<file path="config.mk">
export PLATFORM = sky130hd
export DESIGN_NAME = servo_joint_ramp_generator_unit
export DESIGN_NICKNAME = d
export VERILOG_FILES = /design/src/hdl/sjrg_pkg.sv /design/src/hdl/servo_joint_ramp_generator_unit.sv /design/src/hdl/sjrg_div.sv /design/src/hdl/sjrg_datapath.sv /design/src/hdl/sjrg_ctrl.sv
export SDC_FILE = /design/constraint.sdc
export NUM_CORES = 2
export LEC_CHECK = 0
export BUFFER_PORTS_ARGS = -buffer_cell sky130_fd_sc_hd__clkbuf_2
export CAP_MARGIN = 20
export CORE_MARGIN = 3
export CORE_UTILIZATION = 60
export DETAILED_ROUTE_END_ITERATION = 6
export GPL_ROUTABILITY_DRIVEN = 0
export PLACE_DENSITY = 0.77
export SYNTH_ARGS = -nofsm -noshare
export SYNTH_HDL_FRONTEND = slang
export SYNTH_SLANG_ARGS = --single-unit
</file>
<file path="constraint.sdc">
create_clock -name clk -period 28 [get_ports clk]
set_clock_uncertainty 0.15 [all_clocks]
set_input_delay 5.6 -clock clk [delete_from_list [all_inputs] [get_ports clk]]
set_output_delay 5.6 -clock clk [all_outputs]
set_load 0.01 [all_outputs]
</file>
<file path="src/hdl/sjrg_pkg.sv">
`default_nettype none
// ----------------------------------------------------------------------------
// sjrg_pkg
// shared types and constants of the servo joint ramp generator
// ----------------------------------------------------------------------------
package sjrg_pkg;

    localparam logic [1:0] OP_LOAD  = 2'd0;
    localparam logic [1:0] OP_START = 2'd1;
    localparam logic [1:0] OP_TICK  = 2'd2;

    localparam int ANGLE_W = 8;
    localparam int PULSE_W = 12;
    localparam int CH_W    = 4;
    localparam int DUR_W   = 16;
    localparam int DIV_N_W = 24;
    localparam int DIV_D_W = 16;
    localparam int DIV_C_W = 5;
    localparam int RECIP_W = 19;

    localparam logic [DIV_C_W-1:0] DIV_STEPS   = 5'd24;
    localparam logic [PULSE_W-1:0] PULSE_TOP   = 12'd4095;
    localparam logic [ANGLE_W-1:0] RESET_ANGLE = 8'd90;
    localparam logic [DUR_W-1:0]   ELAPSED_TOP = 16'hFFFF;
    // ceil(2**24 / 45), exact for 18-bit values; a quarter of it divides by 180
    localparam logic [RECIP_W-1:0] PULSE_RECIP = 19'd372828;

    typedef struct packed {
        logic load;
        logic start;
        logic tick;
        logic pos_mul;
        logic pos_div;
        logic pos_wb;
        logic pul_mul;
        logic pul_div;
        logic emit_pulse;
        logic emit_done;
    } sjrg_cmd_t;

    typedef struct packed {
        logic done_cond;
        logic moving;
        logic div_done;
        logic sel_changed;
        logic sel_last;
        logic out_free;
    } sjrg_sts_t;

endpackage
`default_nettype wire

</file>
<file path="src/hdl/servo_joint_ramp_generator_unit.sv">
`default_nettype none
// ----------------------------------------------------------------------------
// servo_joint_ramp_generator_unit
// timed linear servo ramp over JOINTS joints with per-joint pulse scaling
// sequence: a load item is taken in idle; a start, or a tick in a move, goes
// to the end check, which emits a done result or has the positions set by the
// 24-step serial divider joint by joint, then emits a pulse for each changed
// joint, waiting on output stalls; one item in work at a time, next accepted
// on return to idle even while the last result waits in the output register
// reset: joint settings zero, angles 90 degrees, timer zero, move idle
// ----------------------------------------------------------------------------
module servo_joint_ramp_generator_unit
#(
    parameter int JOINTS = 3
)
(
    input  wire logic                          clk,
    input  wire logic                          rst_n,
    input  wire logic                          in_valid,
    output logic                               in_ready,
    input  wire logic [1:0]                    operation,
    input  wire logic [1:0]                    joint,
    input  wire logic [sjrg_pkg::CH_W-1:0]     channel,
    input  wire logic [sjrg_pkg::ANGLE_W-1:0]  target_angle,
    input  wire logic [sjrg_pkg::PULSE_W-1:0]  pulse_min,
    input  wire logic [sjrg_pkg::PULSE_W-1:0]  pulse_max,
    input  wire logic [sjrg_pkg::DUR_W-1:0]    duration_ms,
    output logic                               out_valid,
    input  wire logic                          out_ready,
    output logic      [sjrg_pkg::CH_W-1:0]     out_channel,
    output logic      [sjrg_pkg::PULSE_W-1:0]  pulse,
    output logic                               move_done,
    output logic                               last
);

    localparam int IDX_W = (JOINTS > 1) ? $clog2(JOINTS) : 1;

    sjrg_pkg::sjrg_cmd_t cmd;
    sjrg_pkg::sjrg_sts_t sts;
    logic [IDX_W-1:0]    idx;

    sjrg_ctrl #(.JOINTS(JOINTS), .IDX_W(IDX_W)) u_ctrl
    (
        .clk       (clk),
        .rst_n     (rst_n),
        .in_valid  (in_valid),
        .in_ready  (in_ready),
        .operation (operation),
        .sts       (sts),
        .cmd       (cmd),
        .idx       (idx)
    );

    sjrg_datapath #(.JOINTS(JOINTS), .IDX_W(IDX_W)) u_datapath
    (
        .clk          (clk),
        .rst_n        (rst_n),
        .cmd          (cmd),
        .idx          (idx),
        .sts          (sts),
        .joint        (joint),
        .channel      (channel),
        .target_angle (target_angle),
        .pulse_min    (pulse_min),
        .pulse_max    (pulse_max),
        .duration_ms  (duration_ms),
        .out_valid    (out_valid),
        .out_ready    (out_ready),
        .out_channel  (out_channel),
        .pulse        (pulse),
        .move_done    (move_done),
        .last         (last)
    );

endmodule
`default_nettype wire

</file>
<file path="src/hdl/sjrg_div.sv">
`default_nettype none
// ----------------------------------------------------------------------------
// sjrg_div
// restoring serial divider, one quotient bit per cycle
// ----------------------------------------------------------------------------
module sjrg_div
(
    input  wire logic                          clk,
    input  wire logic                          rst_n,
    input  wire logic                          start,
    input  wire logic [sjrg_pkg::DIV_N_W-1:0]  dividend,
    input  wire logic [sjrg_pkg::DIV_D_W-1:0]  divisor,
    output logic      [sjrg_pkg::DIV_N_W-1:0]  quotient,
    output logic                               done
);

    logic [sjrg_pkg::DIV_N_W-1:0] quo_reg, quo_next;
    logic [sjrg_pkg::DIV_D_W-1:0] rem_reg, rem_next;
    logic [sjrg_pkg::DIV_D_W-1:0] dvs_reg, dvs_next;
    logic [sjrg_pkg::DIV_C_W-1:0] cnt_reg, cnt_next;
    logic                         busy_reg, busy_next;
    logic                         done_reg, done_next;
    logic [sjrg_pkg::DIV_D_W:0]   shifted;
    logic [sjrg_pkg::DIV_D_W:0]   diff;
    logic                         fits;

    always_comb
    begin
        shifted   = {rem_reg, quo_reg[sjrg_pkg::DIV_N_W-1]};
        diff      = shifted - {1'b0, dvs_reg};
        fits      = shifted >= {1'b0, dvs_reg};
        quo_next  = quo_reg;
        rem_next  = rem_reg;
        dvs_next  = dvs_reg;
        cnt_next  = cnt_reg;
        busy_next = busy_reg;
        done_next = done_reg;
        if (start)
        begin
            quo_next  = dividend;
            rem_next  = '0;
            dvs_next  = divisor;
            cnt_next  = sjrg_pkg::DIV_STEPS;
            busy_next = 1'b1;
            done_next = 1'b0;
        end
        else if (busy_reg)
        begin
            quo_next = {quo_reg[sjrg_pkg::DIV_N_W-2:0], fits};
            rem_next = fits ? diff[sjrg_pkg::DIV_D_W-1:0] : shifted[sjrg_pkg::DIV_D_W-1:0];
            cnt_next = cnt_reg - 1'b1;
            if (cnt_reg == sjrg_pkg::DIV_C_W'(1))
            begin
                busy_next = 1'b0;
                done_next = 1'b1;
            end
        end
    end

    always_ff @(posedge clk or negedge rst_n)
    begin
        if (!rst_n)
        begin
            cnt_reg  <= '0;
            busy_reg <= 1'b0;
            done_reg <= 1'b0;
        end
        else
        begin
            cnt_reg  <= cnt_next;
            busy_reg <= busy_next;
            done_reg <= done_next;
        end
    end

    always_ff @(posedge clk)
    begin
        quo_reg <= quo_next;
        rem_reg <= rem_next;
        dvs_reg <= dvs_next;
    end

    assign quotient = quo_reg;
    assign done     = done_reg;

endmodule
`default_nettype wire

</file>
<file path="src/hdl/sjrg_datapath.sv">
`default_nettype none
// ----------------------------------------------------------------------------
// sjrg_datapath
// joint tables, move timer, interpolation arithmetic and result register
// ----------------------------------------------------------------------------
module sjrg_datapath
#(
    parameter int JOINTS = 3,
    parameter int IDX_W  = 2
)
(
    input  wire logic                          clk,
    input  wire logic                          rst_n,
    input  wire sjrg_pkg::sjrg_cmd_t           cmd,
    input  wire logic [IDX_W-1:0]              idx,
    output sjrg_pkg::sjrg_sts_t                sts,
    input  wire logic [1:0]                    joint,
    input  wire logic [sjrg_pkg::CH_W-1:0]     channel,
    input  wire logic [sjrg_pkg::ANGLE_W-1:0]  target_angle,
    input  wire logic [sjrg_pkg::PULSE_W-1:0]  pulse_min,
    input  wire logic [sjrg_pkg::PULSE_W-1:0]  pulse_max,
    input  wire logic [sjrg_pkg::DUR_W-1:0]    duration_ms,
    output logic                               out_valid,
    input  wire logic                          out_ready,
    output logic      [sjrg_pkg::CH_W-1:0]     out_channel,
    output logic      [sjrg_pkg::PULSE_W-1:0]  pulse,
    output logic                               move_done,
    output logic                               last
);

    logic [sjrg_pkg::CH_W-1:0]    ch_reg    [JOINTS];
    logic [sjrg_pkg::ANGLE_W-1:0] tgt_reg   [JOINTS];
    logic [sjrg_pkg::PULSE_W-1:0] lo_reg    [JOINTS];
    logic [sjrg_pkg::PULSE_W-1:0] hi_reg    [JOINTS];
    logic [sjrg_pkg::ANGLE_W-1:0] start_reg [JOINTS];
    logic [sjrg_pkg::ANGLE_W-1:0] cur_reg   [JOINTS];
    logic [JOINTS-1:0]            chg_reg;
    logic [sjrg_pkg::DUR_W-1:0]   len_reg;
    logic [sjrg_pkg::DUR_W-1:0]   elapsed_reg;
    logic                         moving_reg;
    logic [sjrg_pkg::DIV_N_W-1:0] prod_reg;
    logic [sjrg_pkg::PULSE_W:0]   pq_reg;
    logic                         neg_reg;
    logic                         out_valid_reg;
    logic [sjrg_pkg::CH_W-1:0]    out_channel_reg;
    logic [sjrg_pkg::PULSE_W-1:0] pulse_reg;
    logic                         move_done_reg;
    logic                         last_reg;

    logic [sjrg_pkg::ANGLE_W-1:0] start_sel, tgt_sel, cur_sel;
    logic [sjrg_pkg::PULSE_W-1:0] lo_sel, hi_sel;
    logic [sjrg_pkg::ANGLE_W-1:0] angle_mag;
    logic [sjrg_pkg::PULSE_W-1:0] span_mag;
    logic [sjrg_pkg::ANGLE_W-1:0] pos_val;
    logic [36:0]                  recip_prod;
    logic signed [14:0]           pulse_raw;
    logic [sjrg_pkg::PULSE_W-1:0] pulse_sat;
    logic                         all_there;
    logic                         more_changed;
    logic                         div_start;
    logic [sjrg_pkg::DIV_N_W-1:0] div_q;
    logic                         div_done;

    always_comb
    begin
        start_sel = start_reg[idx];
        tgt_sel   = tgt_reg[idx];
        cur_sel   = cur_reg[idx];
        lo_sel    = lo_reg[idx];
        hi_sel    = hi_reg[idx];
        angle_mag = (tgt_sel >= start_sel) ? tgt_sel - start_sel : start_sel - tgt_sel;
        span_mag  = (hi_sel >= lo_sel) ? hi_sel - lo_sel : lo_sel - hi_sel;
        pos_val   = neg_reg ? start_sel - div_q[sjrg_pkg::ANGLE_W-1:0]
                            : start_sel + div_q[sjrg_pkg::ANGLE_W-1:0];
        // angle times span is below 2**20, so dropping two bits leaves a divide by 45
        recip_prod = 37'(prod_reg[19:2]) * 37'(sjrg_pkg::PULSE_RECIP);
        pulse_raw = neg_reg ? $signed({3'b000, lo_sel}) - $signed({2'b00, pq_reg})
                            : $signed({3'b000, lo_sel}) + $signed({2'b00, pq_reg});
        if (pulse_raw < 0)
            pulse_sat = '0;
        else if (pulse_raw > $signed({3'b000, sjrg_pkg::PULSE_TOP}))
            pulse_sat = sjrg_pkg::PULSE_TOP;
        else
            pulse_sat = pulse_raw[sjrg_pkg::PULSE_W-1:0];
        all_there    = 1'b1;
        more_changed = 1'b0;
        for (int j = 0; j < JOINTS; j++)
        begin
            if (cur_reg[j] != tgt_reg[j])
                all_there = 1'b0;
            if (j > int'(idx) && chg_reg[j])
                more_changed = 1'b1;
        end
    end

    assign div_start = cmd.pos_div;

    sjrg_div u_div
    (
        .clk      (clk),
        .rst_n    (rst_n),
        .start    (div_start),
        .dividend (prod_reg),
        .divisor  (len_reg),
        .quotient (div_q),
        .done     (div_done)
    );

    always_ff @(posedge clk or negedge rst_n)
    begin
        if (!rst_n)
        begin
            for (int j = 0; j < JOINTS; j++)
            begin
                ch_reg[j]    <= '0;
                tgt_reg[j]   <= '0;
                lo_reg[j]    <= '0;
                hi_reg[j]    <= '0;
                start_reg[j] <= '0;
                cur_reg[j]   <= sjrg_pkg::RESET_ANGLE;
            end
            chg_reg       <= '0;
            len_reg       <= '0;
            elapsed_reg   <= '0;
            moving_reg    <= 1'b0;
            out_valid_reg <= 1'b0;
        end
        else
        begin
            for (int j = 0; j < JOINTS; j++)
            begin
                if (cmd.load && int'(joint) == j)
                begin
                    ch_reg[j]  <= channel;
                    tgt_reg[j] <= target_angle;
                    lo_reg[j]  <= pulse_min;
                    hi_reg[j]  <= pulse_max;
                end
                if (cmd.start)
                    start_reg[j] <= cur_reg[j];
            end
            if (cmd.start)
            begin
                len_reg     <= duration_ms;
                elapsed_reg <= '0;
                moving_reg  <= 1'b1;
            end
            if (cmd.tick && moving_reg && elapsed_reg != sjrg_pkg::ELAPSED_TOP)
                elapsed_reg <= elapsed_reg + 1'b1;
            if (cmd.pos_wb)
            begin
                chg_reg[idx] <= pos_val != cur_sel;
                cur_reg[idx] <= pos_val;
            end
            if (cmd.emit_done)
                moving_reg <= 1'b0;
            if (cmd.emit_pulse || cmd.emit_done)
                out_valid_reg <= 1'b1;
            else if (out_ready)
                out_valid_reg <= 1'b0;
        end
    end

    always_ff @(posedge clk)
    begin
        if (cmd.pos_mul)
        begin
            prod_reg <= {8'd0, elapsed_reg} * {16'd0, angle_mag};
            neg_reg  <= tgt_sel < start_sel;
        end
        if (cmd.pul_mul)
        begin
            prod_reg <= {16'd0, cur_sel} * {12'd0, span_mag};
            neg_reg  <= hi_sel < lo_sel;
        end
        if (cmd.pul_div)
            pq_reg <= recip_prod[36:24];
        if (cmd.emit_pulse)
        begin
            out_channel_reg <= ch_reg[idx];
            pulse_reg       <= pulse_sat;
            move_done_reg   <= 1'b0;
            last_reg        <= !more_changed;
        end
        if (cmd.emit_done)
        begin
            out_channel_reg <= '0;
            pulse_reg       <= '0;
            move_done_reg   <= 1'b1;
            last_reg        <= 1'b1;
        end
    end

    always_comb
    begin
        sts.done_cond   = all_there || (elapsed_reg >= len_reg);
        sts.moving      = moving_reg;
        sts.div_done    = div_done;
        sts.sel_changed = chg_reg[idx];
        sts.sel_last    = !more_changed;
        sts.out_free    = !out_valid_reg || out_ready;
    end

    assign out_valid   = out_valid_reg;
    assign out_channel = out_channel_reg;
    assign pulse       = pulse_reg;
    assign move_done   = move_done_reg;
    assign last        = last_reg;

    a_pos_between: assert property (@(posedge clk) disable iff (!rst_n)
        cmd.pos_wb |-> (neg_reg ? (pos_val >= tgt_sel && pos_val <= start_sel)
                                : (pos_val >= start_sel && pos_val <= tgt_sel)))
        else $error("interpolated angle outside start and target");

    a_pos_quot_narrow: assert property (@(posedge clk) disable iff (!rst_n)
        cmd.pos_wb |-> div_q[sjrg_pkg::DIV_N_W-1:sjrg_pkg::ANGLE_W] == '0)
        else $error("position quotient exceeds angle width");

    a_stop_by_done: assert property (@(posedge clk) disable iff (!rst_n)
        $fell(moving_reg) |-> $past(cmd.emit_done))
        else $error("move stopped without a done item");

endmodule
`default_nettype wire

</file>
<file path="src/hdl/sjrg_ctrl.sv">
`default_nettype none
// ----------------------------------------------------------------------------
// sjrg_ctrl
// sequencer: decodes items, walks the joints through position and pulse
// ----------------------------------------------------------------------------
module sjrg_ctrl
#(
    parameter int JOINTS = 3,
    parameter int IDX_W  = 2
)
(
    input  wire logic                 clk,
    input  wire logic                 rst_n,
    input  wire logic                 in_valid,
    output logic                      in_ready,
    input  wire logic [1:0]           operation,
    input  wire sjrg_pkg::sjrg_sts_t  sts,
    output sjrg_pkg::sjrg_cmd_t       cmd,
    output logic      [IDX_W-1:0]     idx
);

    localparam logic [3:0] S_IDLE   = 4'd0;
    localparam logic [3:0] S_CHECK  = 4'd1;
    localparam logic [3:0] S_DONE   = 4'd2;
    localparam logic [3:0] S_PMUL   = 4'd3;
    localparam logic [3:0] S_PSTART = 4'd4;
    localparam logic [3:0] S_PDIV   = 4'd5;
    localparam logic [3:0] S_PWB    = 4'd6;
    localparam logic [3:0] S_SCAN   = 4'd7;
    localparam logic [3:0] S_QMUL   = 4'd8;
    localparam logic [3:0] S_QSTART = 4'd9;
    localparam logic [3:0] S_EMIT   = 4'd11;

    localparam logic [IDX_W-1:0] LAST_IDX = IDX_W'(JOINTS - 1);

    logic [3:0]       state_reg, state_next;
    logic [IDX_W-1:0] idx_reg, idx_next;

    always_comb
    begin
        state_next = state_reg;
        idx_next   = idx_reg;
        cmd        = '0;
        in_ready   = 1'b0;
        case (state_reg)
            S_IDLE:
            begin
                in_ready = 1'b1;
                if (in_valid)
                begin
                    case (operation)
                        sjrg_pkg::OP_LOAD:
                            cmd.load = 1'b1;
                        sjrg_pkg::OP_START:
                        begin
                            cmd.start  = 1'b1;
                            state_next = S_CHECK;
                        end
                        sjrg_pkg::OP_TICK:
                        begin
                            if (sts.moving)
                            begin
                                cmd.tick   = 1'b1;
                                state_next = S_CHECK;
                            end
                        end
                        default:
                            state_next = S_IDLE;
                    endcase
                end
            end
            S_CHECK:
            begin
                idx_next   = '0;
                state_next = sts.done_cond ? S_DONE : S_PMUL;
            end
            S_DONE:
            begin
                if (sts.out_free)
                begin
                    cmd.emit_done = 1'b1;
                    state_next    = S_IDLE;
                end
            end
            S_PMUL:
            begin
                cmd.pos_mul = 1'b1;
                state_next  = S_PSTART;
            end
            S_PSTART:
            begin
                cmd.pos_div = 1'b1;
                state_next  = S_PDIV;
            end
            S_PDIV:
            begin
                if (sts.div_done)
                    state_next = S_PWB;
            end
            S_PWB:
            begin
                cmd.pos_wb = 1'b1;
                if (idx_reg == LAST_IDX)
                begin
                    idx_next   = '0;
                    state_next = S_SCAN;
                end
                else
                begin
                    idx_next   = idx_reg + 1'b1;
                    state_next = S_PMUL;
                end
            end
            S_SCAN:
            begin
                if (sts.sel_changed)
                    state_next = S_QMUL;
                else if (idx_reg == LAST_IDX)
                    state_next = S_IDLE;
                else
                    idx_next = idx_reg + 1'b1;
            end
            S_QMUL:
            begin
                cmd.pul_mul = 1'b1;
                state_next  = S_QSTART;
            end
            S_QSTART:
            begin
                cmd.pul_div = 1'b1;
                state_next  = S_EMIT;
            end
            S_EMIT:
            begin
                if (sts.out_free)
                begin
                    cmd.emit_pulse = 1'b1;
                    if (idx_reg == LAST_IDX)
                        state_next = S_IDLE;
                    else
                    begin
                        idx_next   = idx_reg + 1'b1;
                        state_next = S_SCAN;
                    end
                end
            end
            default:
                state_next = S_IDLE;
        endcase
    end

    always_ff @(posedge clk or negedge rst_n)
    begin
        if (!rst_n)
        begin
            state_reg <= S_IDLE;
            idx_reg   <= '0;
        end
        else
        begin
            state_reg <= state_next;
            idx_reg   <= idx_next;
        end
    end

    assign idx = idx_reg;

    a_emit_when_free: assert property (@(posedge clk) disable iff (!rst_n)
        (cmd.emit_pulse || cmd.emit_done) |-> sts.out_free)
        else $error("result register overwritten");

    a_div_restart: assert property (@(posedge clk) disable iff (!rst_n)
        cmd.pos_div |=> !sts.div_done)
        else $error("divider done seen right after start");

    a_done_cond_held: assert property (@(posedge clk) disable iff (!rst_n)
        cmd.emit_done |-> sts.done_cond)
        else $error("done item without end of move");

endmodule
`default_nettype wire

</file>
==> impl_metrics.ini <==
[final_layout]
seqCellArea_um2 = 8150
finish.net_count = 3728
multi_input_area_um2 = 19300
area_delta_synth_final_pct = 7.94
fillers = 3718
final_cells = 3782
drive_gt1_share_pct = 13.0

[grt]
grt_first_pass_wirelength_mm = 117
grt_use_total_pct = 27.1
antenna_found_initial = 0
overflow = 0
grt_pass1_vias = 23200
grt_max_degree = 79

[drt]
met3_length_mm = 3.79
drtPass1Iterations = 6
drc = 0
routed-wl-met2_mm = 34.6
drt_wl_total_mm = 70.4
first_iter_violations = 1599
wl_met1_mm = 29.9
num_vias = 21900
routed_via_density = 5.80
ant_nets = 0
wire_per_inst_um = 18.6
highest_layer = met4

[synth]
syn_inst = 3053
synth_edf_count = 74
ys_seq_area_share_pct = 27.5
synth_area_um2 = 29600
syn_nets = 3687
synth_top_area_cell = fa_1
synth-seq-cells = 318
yosys.area.top_type_share_pct = 16.7
synthTopCellsByArea = fa_1 17%, dfrtp_1 16%, ha_1 14%
synthArstFlopShare_pct = 64.8
synth_warnings = 0
synth-main-ff-cell = dfrtp_1
synth_cell_types = 75
synth_area_per_cell_um2 = 9.71

[die]
core.rowCount = 80
io_pins = 80
coreArea_um2 = 48200
die_y_um = 228
die_w_um = 228
dieArea_um2 = 52100
start_util_pct = 61.4

[placed_design]
dpl.hpwl_mm = 54.1
dp.cells = 3705
portBuffers = 79

[sta]
slew_headroom_pct = 30.6
layout_worst_path_cycle_share_pct = 36.9
hold_viol_final = 0
finalSetupTns_ns = 0
worst_pin_slew_ns = 1.04
fmax_ghz = 0.0969
rsz0062_at_grt = false
timing.hold.ws_ns = 0.310
setup_viol = 0
finalCriticalPeriod_ns = 10.32
drv_slew = 0

[critical_path]
critPathRequiredTime_ns = 28.13
critPathMaxStageDelay_ns = 0.83
startpoint_type = flop
cp-end-kind = flop
cp.arrival_ns = 10.46
critPathSlowestCell = a221oi_2
worstSetupPathType = flop to flop
cp_max_fo = 46
crit_top_cell = fa_1

[clock_network]
cts_resized = 0
postCtsSetupBuffers = 0
path_clk_slew_ns = 0.06
clk_latency_ns = 0.56
cts_made_buffers = 38
cts.sinks = 318
ctsHoldBuffers = 0
cts_buffer_depth = 3
tritoncts = done
root_buffer = clkbuf_16
htree_num_levels = 2

[job]
maxCapViolations = 0

[worst_hold_path]
hold_path_class = flop to flop

[outcome]
outcome = finished clean
==> layout make-up <==
cell class                 instances  area share (%)
tap                              656            2.57
antenna                            2          0.0156
sequential                       318            25.5
clock inverter                    21           0.696
multi-input combinational       2167            60.4
inverter                         458            5.37
timing repair buffer             111            2.16
clock buffer                      49            3.26
==> layout by cell type (no fill, tap or decap), types with 8 or more instances in the layout <==
cell type	count
clkinv_2	8
dfrtp_1	193
clkbuf_16	38
ha_1	327
fa_1	247
xor2_1	48
a21oi_1	166
inv_1	455
nor2b_1	41
nand3_1	20
o21bai_1	11
nor3_1	50
mux2i_1	69
and3_1	17
and2_1	73
a21o_1	47
nor2_1	237
edfxtp_1	74
clkbuf_2	78
a221oi_1	10
nand4_1	16
xnor2_1	83
o21ai_0	123
nand2b_1	33
a31oi_1	15
nand2_1	194
o21a_1	13
dfxtp_1	38
buf_4	28
mux2_2	180
or2_2	21
dfstp_2	12
a211oi_1	19
or3_1	14
==> critical path: cells and delay by family, from the launching register on <==
kind,cells,cell delay [ns]
AO/OA/AOI/OAI,11,2.91
adder cells (fa/ha/maj),6,2.82
buffers and inverters,5,1.28
AND/OR/NAND/NOR,5,0.90
XOR/XNOR,2,0.73
flip-flops,1,0.59
multiplexers,2,0.58
==> path summary, 6_finish.rpt <==
kind,to,cells past startpoint,start,slack [ns]
hold / removal,u_datapath.pulse[7]$_SDFFE_PP0P_,2,u_datapath.pulse[7]$_SDFFE_PP0P_,0.31
hold reg to reg,u_datapath.pulse[7]$_SDFFE_PP0P_,2,u_datapath.pulse[7]$_SDFFE_PP0P_,0.31
setup / recovery,u_datapath.prod_reg[18]$_DFFE_PP_,31,u_ctrl.idx[1]$_DFFE_PN0P_,17.68
setup reg to reg,u_datapath.prod_reg[18]$_DFFE_PP_,31,u_ctrl.idx[1]$_DFFE_PN0P_,17.68
min in group asynchronous,u_datapath.lo_reg[30]$_DFFE_PN0P_,1,rst_n,4.87
max in group asynchronous,u_datapath.elapsed_reg[11]$_DFFE_PN0P_,3,rst_n,20.58
==> metrics by stage <==
step	setup slack (ns)	util, %	area (µm²)
floorplan	18.76	-	29600
global placement	17.76	63.5	30600
detailed placement	17.38	63.5	30600
CTS	17.36	66.1	31900
global route	17.16	66.3	32000
finish	17.68	66.3	32000
==> per-layer routing <==
metal	vias to the layer above	GRT usage (%)
met2	694	46.6
met3	142	4.07
met5	-	0
met4	0	8.86
met1	10900	35.4
li1	10200	-
==> synth_stat cells, types with 19 or more instances <==
cell / number
a211oi_1: 19
a21o_1: 47
a21oi_1: 166
and2_1: 73
clkbuf_1: 88
dfrtp_1: 194
dfxtp_1: 38
edfxtp_1: 74
fa_1: 247
ha_1: 327
inv_1: 455
mux2_2: 180
mux2i_1: 69
nand2_1: 195
nand2b_1: 33
nand3_1: 20
nor2_1: 238
nor2b_1: 41
nor3_1: 52
o21ai_0: 123
or2_2: 21
xnor2_1: 83
xor2_1: 48
==> logic make-up after synthesis <==
logic type                 after synthesis  share of synthesized area [%]
buffers and inverters                  568                           7.31
DFF                                    318                           27.5
muxes                                  250                           9.22
adders and majority gates              574                           30.5
AOI/OAI and AO/OA                      459                           9.45
xor gates and xnor gates               132                           3.93
and+or+nand+nor                        752                           12.1
Power is left out: the tool's default activity adds up to more than one toggle a clock period on the data nets, which glitch-free logic cannot reach.
